**src/design/assert_macros.svh**
```systemverilog
// Assertion macros shared by the printable run extractor modules.
// Included by the controller and datapath files; no other dependencies.
`ifndef ASSERT_MACROS_SVH
`define ASSERT_MACROS_SVH
`ifndef SYNTHESIS
`define PRE_ASSERT(lbl, clk, rst_n, prop) \
    lbl: assert property (@(posedge clk) disable iff (!rst_n) (prop)) \
        else $error("%m: assertion failed");
`define PRE_NEVER(lbl, clk, rst_n, expr) \
    `PRE_ASSERT(lbl, clk, rst_n, !(expr))
`else
`define PRE_ASSERT(lbl, clk, rst_n, prop)
`define PRE_NEVER(lbl, clk, rst_n, expr)
`endif
`endif

```
**src/design/pre_pkg.sv**
```systemverilog
// Shared types and constants of the printable run extractor.
// Used by pre_ctrl, pre_dp and the top level; depends on nothing.
`timescale 1ns / 1ps

package pre_pkg;

    localparam int BYTE_W      = 8;
    localparam int CFG_W       = 7;
    localparam int MIN_LEN_RST = 4;

    localparam logic [BYTE_W-1:0] PRINT_LO = 8'h20;
    localparam logic [BYTE_W-1:0] PRINT_HI = 8'h7E;
    localparam logic [BYTE_W-1:0] NEWLINE  = 8'h0A;

    typedef struct packed {
        logic capture;
        logic store;
        logic set_emit;
        logic clear_run;
        logic load_pass;
        logic load_nl;
        logic load_flush;
        logic idx_clr;
        logic idx_inc;
    } t_cmd;

    typedef struct packed {
        logic printable;
        logic emitting;
        logic hits_min;
        logic out_free;
        logic flush_last;
    } t_sts;

endpackage

```
**src/design/printable_run_extractor_unit.sv**
```systemverilog
// Top level of the printable run extractor: controller plus datapath.
// Depends on pre_pkg, pre_ctrl and pre_dp.
`timescale 1ns / 1ps

// Takes one byte per word and reports runs of printable bytes (0x20..0x7E) at
// least min_length long, strings-style: a run is held until it reaches
// min_length, then flushed as one burst whose final word has tlast, later
// printable bytes pass straight through, and the first non-printable byte
// after a reported run emits a newline (0x0A). Feed byte 0 to close the last
// run. Each input word is captured, then decided, waiting only if it must load
// a busy output register; no word is taken before that. A flush reads each held
// byte through the registered read of the run buffer, and input is not taken
// until the burst has been handed to the output register. min_length is
// written through i_cfg_we / i_cfg_wdata; 0 reads as 1, values above MAX_RUN
// saturate to MAX_RUN; reset value 4.
module printable_run_extractor_unit #(
    parameter int MAX_RUN = 64
) (
    input  logic                       i_clk,
    input  logic                       i_rst_n,
    input  logic                       i_cfg_we,
    input  logic [pre_pkg::CFG_W-1:0]  i_cfg_wdata,
    input  logic                       s_axis_tvalid,
    output logic                       s_axis_tready,
    input  logic [pre_pkg::BYTE_W-1:0] s_axis_tdata,   // [7:0] in_byte
    output logic                       m_axis_tvalid,
    input  logic                       m_axis_tready,
    output logic [pre_pkg::BYTE_W-1:0] m_axis_tdata,   // [7:0] out_byte
    output logic                       m_axis_tlast
);
    import pre_pkg::*;

    t_cmd cmd;
    t_sts sts;

    pre_ctrl u_ctrl (
        .i_clk           (i_clk),
        .i_rst_n         (i_rst_n),
        .s_axis_tvalid   (s_axis_tvalid),
        .o_s_axis_tready (s_axis_tready),
        .i_sts           (sts),
        .o_cmd           (cmd)
    );

    pre_dp #(
        .MAX_RUN (MAX_RUN)
    ) u_dp (
        .i_clk       (i_clk),
        .i_rst_n     (i_rst_n),
        .i_cfg_we    (i_cfg_we),
        .i_cfg_wdata (i_cfg_wdata),
        .i_in_byte   (s_axis_tdata),
        .i_cmd       (cmd),
        .o_sts       (sts),
        .i_out_ready (m_axis_tready),
        .o_out_valid (m_axis_tvalid),
        .o_out_byte  (m_axis_tdata),
        .o_out_last  (m_axis_tlast)
    );

endmodule

```
**src/design/pre_ctrl.sv**
```systemverilog
// Controller of the printable run extractor: sequences accept, decide and flush.
// Depends on pre_pkg and assert_macros.svh.
`timescale 1ns / 1ps
`include "assert_macros.svh"

module pre_ctrl (
    input  logic          i_clk,
    input  logic          i_rst_n,
    input  logic          s_axis_tvalid,
    output logic          o_s_axis_tready,
    input  pre_pkg::t_sts i_sts,
    output pre_pkg::t_cmd o_cmd
);
    import pre_pkg::*;

    typedef enum logic [3:0] {
        S_IDLE     = 4'b0001,
        S_EXEC     = 4'b0010,
        S_FLUSH_RD = 4'b0100,
        S_FLUSH_WR = 4'b1000
    } t_state;

    t_state r_state;
    t_state n_state;
    t_cmd   cmd;

    always_ff @(posedge i_clk) begin
        if (!i_rst_n) begin
            r_state <= S_IDLE;
        end else begin
            r_state <= n_state;
        end
    end

    always_comb begin
        n_state = r_state;
        cmd     = '0;
        unique case (r_state)
            S_IDLE: begin
                if (s_axis_tvalid) begin
                    cmd.capture = 1'b1;
                    n_state     = S_EXEC;
                end
            end
            S_EXEC: begin
                if (i_sts.printable) begin
                    if (i_sts.emitting) begin
                        if (i_sts.out_free) begin
                            cmd.load_pass = 1'b1;
                            n_state       = S_IDLE;
                        end
                    end else begin
                        cmd.store = 1'b1;
                        if (i_sts.hits_min) begin
                            cmd.set_emit = 1'b1;
                            cmd.idx_clr  = 1'b1;
                            n_state      = S_FLUSH_RD;
                        end else begin
                            n_state = S_IDLE;
                        end
                    end
                end else if (i_sts.emitting) begin
                    if (i_sts.out_free) begin
                        cmd.load_nl   = 1'b1;
                        cmd.clear_run = 1'b1;
                        n_state       = S_IDLE;
                    end
                end else begin
                    cmd.clear_run = 1'b1;
                    n_state       = S_IDLE;
                end
            end
            S_FLUSH_RD: begin
                n_state = S_FLUSH_WR;
            end
            S_FLUSH_WR: begin
                if (i_sts.out_free) begin
                    cmd.load_flush = 1'b1;
                    if (i_sts.flush_last) begin
                        n_state = S_IDLE;
                    end else begin
                        cmd.idx_inc = 1'b1;
                        n_state     = S_FLUSH_RD;
                    end
                end
            end
            default: begin
                n_state = S_IDLE;
            end
        endcase
    end

    assign o_cmd           = cmd;
    assign o_s_axis_tready = (r_state == S_IDLE);

    `PRE_ASSERT(a_flush_start, i_clk, i_rst_n,
        (r_state == S_EXEC && i_sts.printable && !i_sts.emitting && i_sts.hits_min)
        |=> (r_state == S_FLUSH_RD))
    `PRE_ASSERT(a_rd_then_wr, i_clk, i_rst_n,
        (r_state == S_FLUSH_RD) |=> (r_state == S_FLUSH_WR))
    `PRE_NEVER(a_no_out_busy, i_clk, i_rst_n,
        (o_cmd.load_pass || o_cmd.load_nl || o_cmd.load_flush) && !i_sts.out_free)

endmodule

```
**src/design/pre_dp.sv**
```systemverilog
// Datapath of the printable run extractor: run buffer, counters, config and output word.
// Depends on pre_pkg and assert_macros.svh; driven by pre_ctrl commands.
`timescale 1ns / 1ps
`include "assert_macros.svh"

module pre_dp #(
    parameter int MAX_RUN = 64
) (
    input  logic                         i_clk,
    input  logic                         i_rst_n,
    input  logic                         i_cfg_we,
    input  logic [pre_pkg::CFG_W-1:0]    i_cfg_wdata,
    input  logic [pre_pkg::BYTE_W-1:0]   i_in_byte,
    input  pre_pkg::t_cmd                i_cmd,
    output pre_pkg::t_sts                o_sts,
    input  logic                         i_out_ready,
    output logic                         o_out_valid,
    output logic [pre_pkg::BYTE_W-1:0]   o_out_byte,
    output logic                         o_out_last
);
    import pre_pkg::*;

    localparam int CNT_W   = $clog2(MAX_RUN + 1);
    localparam int IDX_W   = (MAX_RUN > 1) ? $clog2(MAX_RUN) : 1;
    localparam int CMP_W   = CFG_W + 1;
    localparam int MIN_RST = (MIN_LEN_RST > MAX_RUN) ? MAX_RUN : MIN_LEN_RST;

    logic [BYTE_W-1:0] r_mem [MAX_RUN];
    logic [BYTE_W-1:0] r_in_byte;
    logic [BYTE_W-1:0] r_rd_data;
    logic [CNT_W-1:0]  r_run_cnt;
    logic [CNT_W-1:0]  n_run_cnt;
    logic              r_emit;
    logic [IDX_W-1:0]  r_rd_idx;
    logic [CFG_W-1:0]  r_min_len;
    logic [CFG_W-1:0]  n_min_len;
    logic              r_out_valid;
    logic [BYTE_W-1:0] r_out_byte;
    logic              r_out_last;
    logic              store_ok;

    assign store_ok = (r_run_cnt < CNT_W'(MAX_RUN));
    assign n_run_cnt = store_ok ? (r_run_cnt + CNT_W'(1)) : r_run_cnt;

    always_comb begin
        priority if (i_cfg_wdata == '0) begin
            n_min_len = CFG_W'(1);
        end else if (i_cfg_wdata > CFG_W'(MAX_RUN)) begin
            n_min_len = CFG_W'(MAX_RUN);
        end else begin
            n_min_len = i_cfg_wdata;
        end
    end

    always_ff @(posedge i_clk) begin
        if (!i_rst_n) begin
            r_min_len <= CFG_W'(MIN_RST);
        end else if (i_cfg_we) begin
            r_min_len <= n_min_len;
        end
    end

    always_ff @(posedge i_clk) begin
        if (i_cmd.capture) begin
            r_in_byte <= i_in_byte;
        end
    end

    always_ff @(posedge i_clk) begin
        if (i_cmd.store && store_ok) begin
            r_mem[r_run_cnt[IDX_W-1:0]] <= r_in_byte;
        end
        r_rd_data <= r_mem[r_rd_idx];
    end

    always_ff @(posedge i_clk) begin
        if (!i_rst_n) begin
            r_run_cnt <= '0;
            r_emit    <= 1'b0;
            r_rd_idx  <= '0;
        end else begin
            if (i_cmd.clear_run) begin
                r_run_cnt <= '0;
                r_emit    <= 1'b0;
            end else begin
                if (i_cmd.store) begin
                    r_run_cnt <= n_run_cnt;
                end
                if (i_cmd.set_emit) begin
                    r_emit <= 1'b1;
                end
            end
            if (i_cmd.idx_clr) begin
                r_rd_idx <= '0;
            end else if (i_cmd.idx_inc) begin
                r_rd_idx <= r_rd_idx + IDX_W'(1);
            end
        end
    end

    always_ff @(posedge i_clk) begin
        if (!i_rst_n) begin
            r_out_valid <= 1'b0;
        end else if (i_cmd.load_pass || i_cmd.load_nl || i_cmd.load_flush) begin
            r_out_valid <= 1'b1;
        end else if (i_out_ready) begin
            r_out_valid <= 1'b0;
        end
    end

    always_ff @(posedge i_clk) begin
        priority if (i_cmd.load_pass) begin
            r_out_byte <= r_in_byte;
            r_out_last <= 1'b1;
        end else if (i_cmd.load_nl) begin
            r_out_byte <= NEWLINE;
            r_out_last <= 1'b1;
        end else if (i_cmd.load_flush) begin
            r_out_byte <= r_rd_data;
            r_out_last <= o_sts.flush_last;
        end else begin
            r_out_byte <= r_out_byte;
            r_out_last <= r_out_last;
        end
    end

    assign o_sts.printable  = (r_in_byte >= PRINT_LO) && (r_in_byte <= PRINT_HI);
    assign o_sts.emitting   = r_emit;
    assign o_sts.hits_min   = (CMP_W'(n_run_cnt) >= CMP_W'(r_min_len));
    assign o_sts.out_free   = !r_out_valid || i_out_ready;
    assign o_sts.flush_last = ((CNT_W'(r_rd_idx) + CNT_W'(1)) == r_run_cnt);

    assign o_out_valid = r_out_valid;
    assign o_out_byte  = r_out_byte;
    assign o_out_last  = r_out_last;

    `PRE_NEVER(a_cnt_max, i_clk, i_rst_n, r_run_cnt > CNT_W'(MAX_RUN))
    `PRE_NEVER(a_min_rng, i_clk, i_rst_n,
        (r_min_len == '0) || (r_min_len > CFG_W'(MAX_RUN)))
    `PRE_ASSERT(a_flush_run, i_clk, i_rst_n,
        i_cmd.load_flush |-> (r_emit && (r_run_cnt != '0)))
    `PRE_ASSERT(a_clear, i_clk, i_rst_n,
        i_cmd.clear_run |=> ((r_run_cnt == '0) && !r_emit))

endmodule
```
**config.mk**
```make
export PLATFORM = sky130hd
export DESIGN_NAME = printable_run_extractor_unit
export DESIGN_NICKNAME = d
export VERILOG_FILES = /design/src/design/pre_pkg.sv /design/src/design/printable_run_extractor_unit.sv /design/src/design/pre_ctrl.sv /design/src/design/pre_dp.sv
export VERILOG_INCLUDE_DIRS = /design/src /design/src/design
export SDC_FILE = /design/constraint.sdc
export NUM_CORES = 1
export LEC_CHECK = 0
export BUFFER_PORTS_ARGS = -buffer_cell sky130_fd_sc_hd__buf_2
export CAP_MARGIN = 30
export CORE_UTILIZATION = 40
export CTS_BUF_LIST = sky130_fd_sc_hd__clkbuf_4 sky130_fd_sc_hd__clkbuf_8 sky130_fd_sc_hd__clkbuf_16
export CTS_CLUSTER_SIZE = 30
export DETAILED_ROUTE_END_ITERATION = 10
export SETUP_SLACK_MARGIN = 0.05
export SLEW_MARGIN = 20
export SYNTH_ARGS = -nofsm -noshare
export SYNTH_HDL_FRONTEND = slang
export SYNTH_SLANG_ARGS = --single-unit
```
**constraint.sdc**
```tcl
create_clock -name i_clk -period 6.77 [get_ports i_clk]
set_input_delay 1.354 -clock i_clk [delete_from_list [all_inputs] [get_ports i_clk]]
set_output_delay 1.354 -clock i_clk [all_outputs]
set_load 0.02 [all_outputs]
```
# Yosys cells after proc, flatten, opt, wreduce, memory -nomap -nowiden
# Memories as Yosys holds them, arrays and structs flattened. A register that Yosys moved wholly into a read port is not among the register bits.
# Cells that the tools add are included.
# classes
add_sub_neg	3
order_cmp	5
n_eq_ne	7
n_mux	38
n_bitwise	1
reduce_logical	13
# ops
operator	count
4-bit two-way mux	6
8-bit two-way mux	3
7-bit two-way mux	3
1-bit two-way mux	20
4-bit case mux with 4 select lines	1
8-bit by 6-bit greater-or-equal comparator with 1-bit output, second input constant	1
8-bit by 7-bit less-or-equal comparator with 1-bit output, second input constant	1
6-bit by 1-bit adder with 7-bit output, second input constant	1
7-bit by 1-bit adder with 7-bit output, second input constant	1
7-bit == test	1
7-bit greater-or-equal comparator	1
7-bit greater-than comparator, second input constant	1
7-bit zero test	1
7-bit < comparator, second input constant	1
6-bit by 1-bit adder with 6-bit output, second input constant	1
3-bit two-way mux	2
2-bit OR reduction	3
5-bit two-way mux	1
4-bit by 1-bit == test with 1-bit output, second input constant	1
4-bit by 2-bit == test with 1-bit output, second input constant	1
4-bit by 3-bit == test with 1-bit output, second input constant	1
4-bit == test, second input constant	1
2-bit two-way mux	2
2-bit != test, second input constant	2
7 further kinds	10
# totals
reg_bits	43
mem_bits_rw	512
inputBits	20
out_inout_bits	11
elab_cells	77
memories	1
# mem_list
memory	words	word_bits	read_ports	rd_clocked_by_memory_dff	write_ports	line	text
u_dp.r_mem	64	8	1	1	1	pre_dp.sv:28	logic [BYTE_W-1:0] r_mem [MAX_RUN];

# Longest topological paths before layout
# Gate-level depths: netlist (run 1).
# logic_depth
depth_word	10
depth_mapped	12
ltp_nobuf	11

# Modules after synthesis
# A second synthesis (run 1) with hierarchy kept.
# hier_totals
hier_cells	1192
area_unflattened_um2	22567.9
# by_module_without_submodules
mod	instances	cells_per_inst	area_per_inst_um2	seq_area_each_um2
pre_dp	1	1142	22158.8	16475.8
pre_ctrl	1	50	409.1	80.1

# Worst setup path before layout (run 1)
# No wires, ideal clock.
# synth_timing
path_kind	reg-to-reg
start	register u_dp.r_in_byte[6]
end	memory u_dp.r_mem[11][0], enable pin
setup_ns	0.370
arrival_ns	2.560
required_time_ns	6.400
path_slack_ns	3.840
path_stages_with_launch	6
n_path_buf	0
synth_period_minus_slack_ns	2.930
path_cell_list	edfxtp_1 o21ba_2 o2111ai_1 nor3_1 nand3_1 nor2_1
# synth_between
elab_chain_cells	7
word_cells_on_any_way	8
classes_between	2 x order compare; 4 x mux; 2 x reduce/logical
# synth_lines
item	line	text
from (decl)	pre_dp.sv:29	logic [BYTE_W-1:0] r_in_byte;
from (signal assigned)	pre_dp.sv:65	r_in_byte <= i_in_byte;
8-bit by 6-bit greater-or-equal comparator with 1-bit output / 8-bit by 7-bit less-or-equal comparator with 1-bit output (equally long branches)	pre_dp.sv:127	assign o_sts.printable = (r_in_byte >= PRINT_LO) && (r_in_byte <= PRINT_HI);
1-bit logical AND *	pre_dp.sv:127	
2-bit two-way mux *	pre_ctrl.sv:46	if (i_sts.printable) begin
5-bit two-way mux *	pre_ctrl.sv:38	unique case (r_state)
1-bit logical AND *	pre_dp.sv:70	if (i_cmd.store && store_ok) begin
1-bit two-way mux *	pre_dp.sv:70	
1-bit two-way mux (implied by the code) *	pre_dp.sv:71	r_mem[r_run_cnt[IDX_W-1:0]] <= r_in_byte;
to (decl)	pre_dp.sv:28	
# Mark *: on every way between the ends. The rest lies on a longest branch, timed or not.

# Worst setup path in the final report (run 1)
# layout_timing
start	register u_dp.r_in_byte[6]
end	memory u_dp.r_mem[19][2], enable pin
# The elaborated chain is that of the path after synthesis.

==> reports/qor.csv, run 1 <==
metric,value,unit
cts repair resizes,0,
drc violations,0,
Tcrit/Tclk final,55.0,%
Initial Utilization,40.8,%
pin count of the biggest net entering global routing,68,
fin nets,1173,
Cell variety after synth,54,
worst setup margin,3050,ps
Tightest Hold Check Type,flip-flop to flip-flop,
crit path kind,flip-flop to flip-flop,
FP Rows,85,
count of pins over their slew limit,0,
CTS tree,done,
Final Setup Violations,0,
first-pass GRT wire length,72400,microns
final wirelength,48700,microns
Area Growth Syn to Fin,12.3,%
Vias,10600,
vias per cell,5.51,
number of synthesized flops with an enable pin,528,
Setup Skew,13.3,ps
register clock-pin slew on the reported worst setup and hold paths,60,ps
CTS root buffer,clkbuf_16,
Die Wd,237,microns
clk_lat worst skew,600,ps
IO Port Bufs,30,
pre-CTS setup slack,3010,ps
status,finished clean,
max-cap violations,0,
Num Clock Sinks,563,
total gr overflow,0,
VDD IR max,0.179,mV
Fin. Hold Viols,0,
"Cell Area, Synth",22200,sq um
Hold Buf Count CTS,0,
Synth Net Count,1126,
PwrDens,279,nW/um^2
unrepaired setup endpoints after global routing,no,
Main synth FF type,edfxtp_1,
Rel. slew slack,36.2,%
layout cells sized above 1,25.4,%
Worst Tran Pin Value,957,ps
initial antenna violation count,0,
nature of the critical path endpoint,flip-flop,
TritonCTS Buffers,55,
#FFs+latches synth,563,
remaining antenna violation count,0,
TritonRoute pass-1 iters,5,
Async SR Flop Fraction,0,%
H-tree Lvls,2,
register area share after synthesis,74.6,%
clock buffer depth,3,
die area,56400,sq um
Ports,31,
Fmax,269,MHz
core area,54300,sq um
number of diodes,0,
Syn. warnings,0,
startpoint types,flip-flop,
Avg WL per Cell,25.3,microns
GP Congestion,0.810,
Pwr Total,6950,uW
vias in the first global route,10700,
Crit Path Max Fanout,67,
final setup TNS,0,ps
CP required,7000,ps
DP Wirelength,29000,microns
post-CTS setup buffers,0,
crit path DAT,3950,ps
Initial DRC Count,1048,
Synth Instances,1097,
Die H,237,microns
Tot GR Track Use,17.7,%
syn avg cell area,20.2,sq um
crit path time final,3720,ps
Leakage,0.00751,uW
-- cells in the mapped netlist (all sizes together), types with 2 or more instances --
library cell  number  area share (%)
buf               26            0.71
and3               2           0.056
ha                 9            0.51
a22o               5            0.20
and2               8            0.23
a221o              6            0.27
mux4             154              16
o22ai              6            0.17
or3b               3            0.12
mux2i             18            0.81
nor2              96             1.6
a21oi             21            0.47
nand3              8            0.18
inv               14            0.24
dfxtp             35             3.2
xnor2              7            0.28
clkbuf            31            0.52
xor2               8            0.32
o21ai             10            0.23
nand4              2           0.056
or2                3           0.085
nand2             33            0.56
nor3               4           0.090
nor2b             12            0.34
or3                7            0.20
nor4b              2            0.11
nand3b             3            0.10
o31ai              4            0.14
edfxtp           528              71
a22oi              6            0.20
nand2b             7            0.20
a31oi              2           0.056
-- logic make-up after synthesis --
| logic type | Yosys count | synth area share [%] |
|---|---|---|
| compound gates | 74 | 2.29 |
| xor+xnor | 15 | 0.592 |
| fa+ha+maj | 9 | 0.508 |
| buf+inv | 71 | 1.47 |
| flops | 563 | 74.6 |
| mux | 173 | 16.5 |
| simple gates | 192 | 4.00 |
-- worst max-delay path: stages, from the launching register on --
cell	delay, ps
edfxtp_1	330
buf_4	610
o21ba_2	270
o2111ai_1	250
nor3_1	400
nand3_1	680
nor2_1	810
-- metrics by stage --
step / cells / utilization [%] / area, sq um / hold slack, ps
after floorplan: 1097 / - / 22200 / 477
after global placement: 1824 / 42.5 / 23100 / 451
final: 1925 / 45.8 / 24900 / 473
after CTS: 1925 / 45.8 / 24900 / 477
after global routing: 1925 / 45.8 / 24900 / 519
after detailed placement: 1826 / 42.5 / 23100 / 463
-- metal layers --
layer	wire length (microns)	track usage, %	vias to the layer above	share of wire (%)
met3	3360	4.04	69	6.9
met5	0	0	-	0
li1	-	-	4585	-
met1	21500	25.2	5597	44
met4	1140	5.59	0	2.4
met2	22700	27.2	354	47
-- state kept, by name (all words and copies together) (netlist names), 4 cells and up --
signal	cells
u_dp.r_mem	512
u_dp.o_out_byte	8
u_dp.r_in_byte	8
u_dp.r_rd_data	8
u_dp.r_min_len	7
u_dp.r_run_cnt	7
u_dp.r_rd_idx	6
u_ctrl.r_state	4
-- path summary, 6_finish.rpt --
| path | start | cells after the start | endpoint | slack (ps) |
|---|---|---|---|---|
| hold reg to reg | u_dp.o_out_last | 1 | u_dp.o_out_last | 470 |
| hold / removal | u_dp.o_out_last | 1 | u_dp.o_out_last | 470 |
| setup / recovery | u_dp.r_in_byte[6] | 6 | u_dp.r_mem[19][2] | 3050 |
| setup reg to reg | u_dp.r_in_byte[6] | 6 | u_dp.r_mem[19][2] | 3050 |
-- layout by cell type, fill, tap and decap left out, types with 6 or more instances in the layout --
| cell | count |
|---|---|
| a221o_1 | 6 |
| edfxtp_1 | 528 |
| mux4_2 | 154 |
| o21ai_0 | 9 |
| nor2b_1 | 12 |
| mux2i_1 | 18 |
| buf_2 | 31 |
| clkinv_2 | 11 |
| dfxtp_1 | 32 |
| nand2b_1 | 7 |
| clkinv_1 | 12 |
| or3_1 | 7 |
| nand2_1 | 33 |
| clkbuf_16 | 57 |
| buf_4 | 15 |
| xor2_1 | 8 |
| o22ai_1 | 6 |
| xnor2_1 | 7 |
| nor2_1 | 96 |
| clkbuf_4 | 9 |
| and2_1 | 8 |
| a22oi_1 | 6 |
| a21oi_1 | 21 |
| ha_1 | 9 |
| inv_1 | 14 |
| nand3_1 | 8 |
-- area by class of cell --
type	count	area [sq um]
Fill cell	4510	29400
Sequential cell	563	16600
Multi-Input combinational cell	463	5300
Clock buffer	66	1490
Tap cell	739	925
Clock inverter	33	289
Timing Repair Buffer	47	283
Inverter	14	52.6
-- report_power, final --
group	internal, uW	switching [uW]
logic	18.4	90.3
registers	3820	3.40
clock network	1750	1260
total	5590	1360
Power figures use the tool's default switching activity.
==> run 2, diff against run 1 <==
clock period = 3.55 ns   (was 6.77 ns; I/O delays follow)
==> reports/qor.csv, run 2 (synthesis results as in run 1) <==
metric,value,unit,change
Psw,2600,uW,was 1360 uW
VDD IR max,0.317,mV,was 0.179 mV
register area,16600,sq um,unchanged
remaining antenna violation count,0,,unchanged
crit path kind,flip-flop to flip-flop,,unchanged
layout cells sized above 1,29.5,%,was 25.4%
vias in the first global route,11100,,"was 10,700"
status,finished clean,,unchanged
combinational power share,1.5,%,was 1.6%
sw frac,19.4,%,was 19.5%
"slowest stage delay, CP",540,ps,was 810 ps
Tightest Hold Check Type,primary input to flip-flop,,was flip-flop to flip-flop
Avg WL per Cell,24.5,microns,was 25.3 microns
Fin. Hold Viols,0,,unchanged
total gr overflow,0,,unchanged
Crit Path Max Fanout,8,,was 67
pin count of the biggest net entering global routing,77,,was 68
crit path DAT,3490,ps,was 3950 ps
TritonRoute pass-1 iters,6,,was 5
"commonest non-fill, non-tap cell in the layout",edfxtp_1,,unchanged
Internal,10800,uW,was 5590 uW
critical path's top delay family,simple AND/OR/NAND/NOR gates,,unchanged
Num Clock Sinks,563,,unchanged
die area,56400,sq um,unchanged
cts repair resizes,0,,unchanged
Die H,237,microns,unchanged
Die Wd,237,microns,unchanged
Worst Tran Pin Value,914,ps,was 957 ps
core area,54300,sq um,unchanged
drc violations,0,,unchanged
startpoint types,flip-flop,,unchanged
Area Growth Syn to Fin,14.8,%,was 12.3%
CP required,3850,ps,was 7000 ps
TritonCTS Buffers,55,,unchanged
CP max stage cell,nor4b_2,,was nor2_1
IO Port Bufs,30,,unchanged
unrepaired setup endpoints after global routing,no,,unchanged
PwrDens,526,nW/um^2,was 279 nW/um^2
CTS root buffer,clkbuf_16,,unchanged
number of diodes,0,,unchanged
Fmax,314,MHz,was 269 MHz
post-CTS setup buffers,0,,unchanged
fin nets,1233,,"was 1,173"
WP buf/inv,1,,unchanged
clock network power share,44.0,%,was 43.4%
Hold Buf Count CTS,0,,unchanged
register clock-pin slew on the reported worst setup and hold paths,60,ps,about the same
Rel. slew slack,38.9,%,was 36.2%
dpl cells,1886,,"was 1,826"
final setup TNS,0,ps,unchanged
H-tree Lvls,2,,unchanged
GP Congestion,0.828,,was 0.810
Multi-input gate area,5300,sq um,about the same
Post-DP Area,23600,sq um,"was 23,100 sq um"
first-pass GRT wire length,73300,microns,"was 72,400 microns"
Tot GR Track Use,17.8,%,was 17.7%
final wirelength,48600,microns,"was 48,700 microns"
worst-path cell chain,nor4b_2 -> o2111ai_1 -> nor3_1 -> nand2_1 -> nor2_1 -> buf_4,,was buf_4 -> o21ba_2 -> o2111ai_1 -> nor3_1 -> nand3_1 -> nor2_1
Leakage,0.00788,uW,was 0.00751 uW
Initial Utilization,40.8,%,unchanged
share of power burned in registers,54.5,%,was 55.0%
Layout fillers,4445,,"was 4,510"
max-cap violations,0,,unchanged
crit path time final,3190,ps,was 3720 ps
final instance area,25500,sq um,"was 24,900 sq um"
clk_lat worst skew,610,ps,was 600 ps
CTS tree,done,,unchanged
clock buffer depth,3,,unchanged
Vias,10700,,"was 10,600"
Setup Skew,24.3,ps,was 13.3 ps
"non-filler cells, final",1985,,"was 1,925"
Final Setup Violations,0,,unchanged
count of pins over their slew limit,0,,unchanged
nature of the critical path endpoint,flip-flop,,unchanged
max reg flops,512,,unchanged
Ports,31,,unchanged
FP Rows,85,,unchanged
vias per cell,5.39,,was 5.51
DP Wirelength,29400,microns,"was 29,000 microns"
Initial DRC Count,1086,,"was 1,048"
Tcrit/Tclk final,89.8,%,was 55.0%
most frequent cells in the layout,"edfxtp_1 (528), mux4_2 (154), nor2_1 (95)",,"was edfxtp_1 (528), mux4_2 (154), nor2_1 (96)"
initial antenna violation count,0,,unchanged
## run 2: changes by cell type in the layout (fill, tap and decap cells not counted), sizes merged
cell / before / now
bufinv: 5 / 6
inv: 14 / 15
clkinvlp: 4 / 3
buf: 47 / 107
clkinv: 24 / 18
clkbuf: 66 / 71
## run 2: area by class of cell
type	count	area share [%]
Inverter	14	0.206
Tap cell	739	3.63
Timing Repair Buffer	107	3.11
Clock inverter	28	1.19
Multi-Input combinational cell	463	20.8
Sequential cell	563	65.1
Clock buffer	71	5.99
## run 2: worst paths after layout
path	start	to	slack (ps)	cells after the start
hold reg to reg	u_dp.o_out_last	u_dp.o_out_last	500	1
setup / recovery	u_ctrl.r_state[3]	u_dp.r_mem[17][4]	360	6
setup reg to reg	u_ctrl.r_state[3]	u_dp.r_mem[17][4]	360	6
hold / removal	s_axis_tdata[5]	u_dp.r_in_byte[5]	280	1
## run 2: power groups by stage
| stage | Combinational [uW] | Sequential (uW) | Clock, uW |
|---|---|---|---|
| after floorplan | 41.9 | 7490 | 0 |
| after global placement | 203 | 7440 | 0 |
| after detailed placement | 212 | 7440 | 0 |
| after CTS | 209 | 7290 | 6000 |
| after global routing | 223 | 7290 | 6260 |
| final | 202 | 7290 | 5890 |
## run 2: metrics by stage
step                hold WS, ps  utilization (%)  total power [uW]  setup WS (ps)
CTS                         246             46.9             13500            440
floorplan                   477                -              7530            620
global route                251             46.9             13800            181
finish                      277             46.9             13400            362
detailed placement          510             43.5              7650            468
global placement            496             43.5              7640            524
## run 2: routing by layer
metal	GRT usage (%)	share of wire [%]
met1	25.1	44
met2	27.9	48
met3	3.58	5.7
met4	5.26	2.6
met5	1.21	0.12
## run 2: worst reg2reg max path: cells and delay by family (launching register included)
kind                   cells  cell delay [ps]
AOI/OAI and AO/OA          1              400
buffers and inverters      1              230
DFF                        1              380
and+or+nand+nor            4             1870
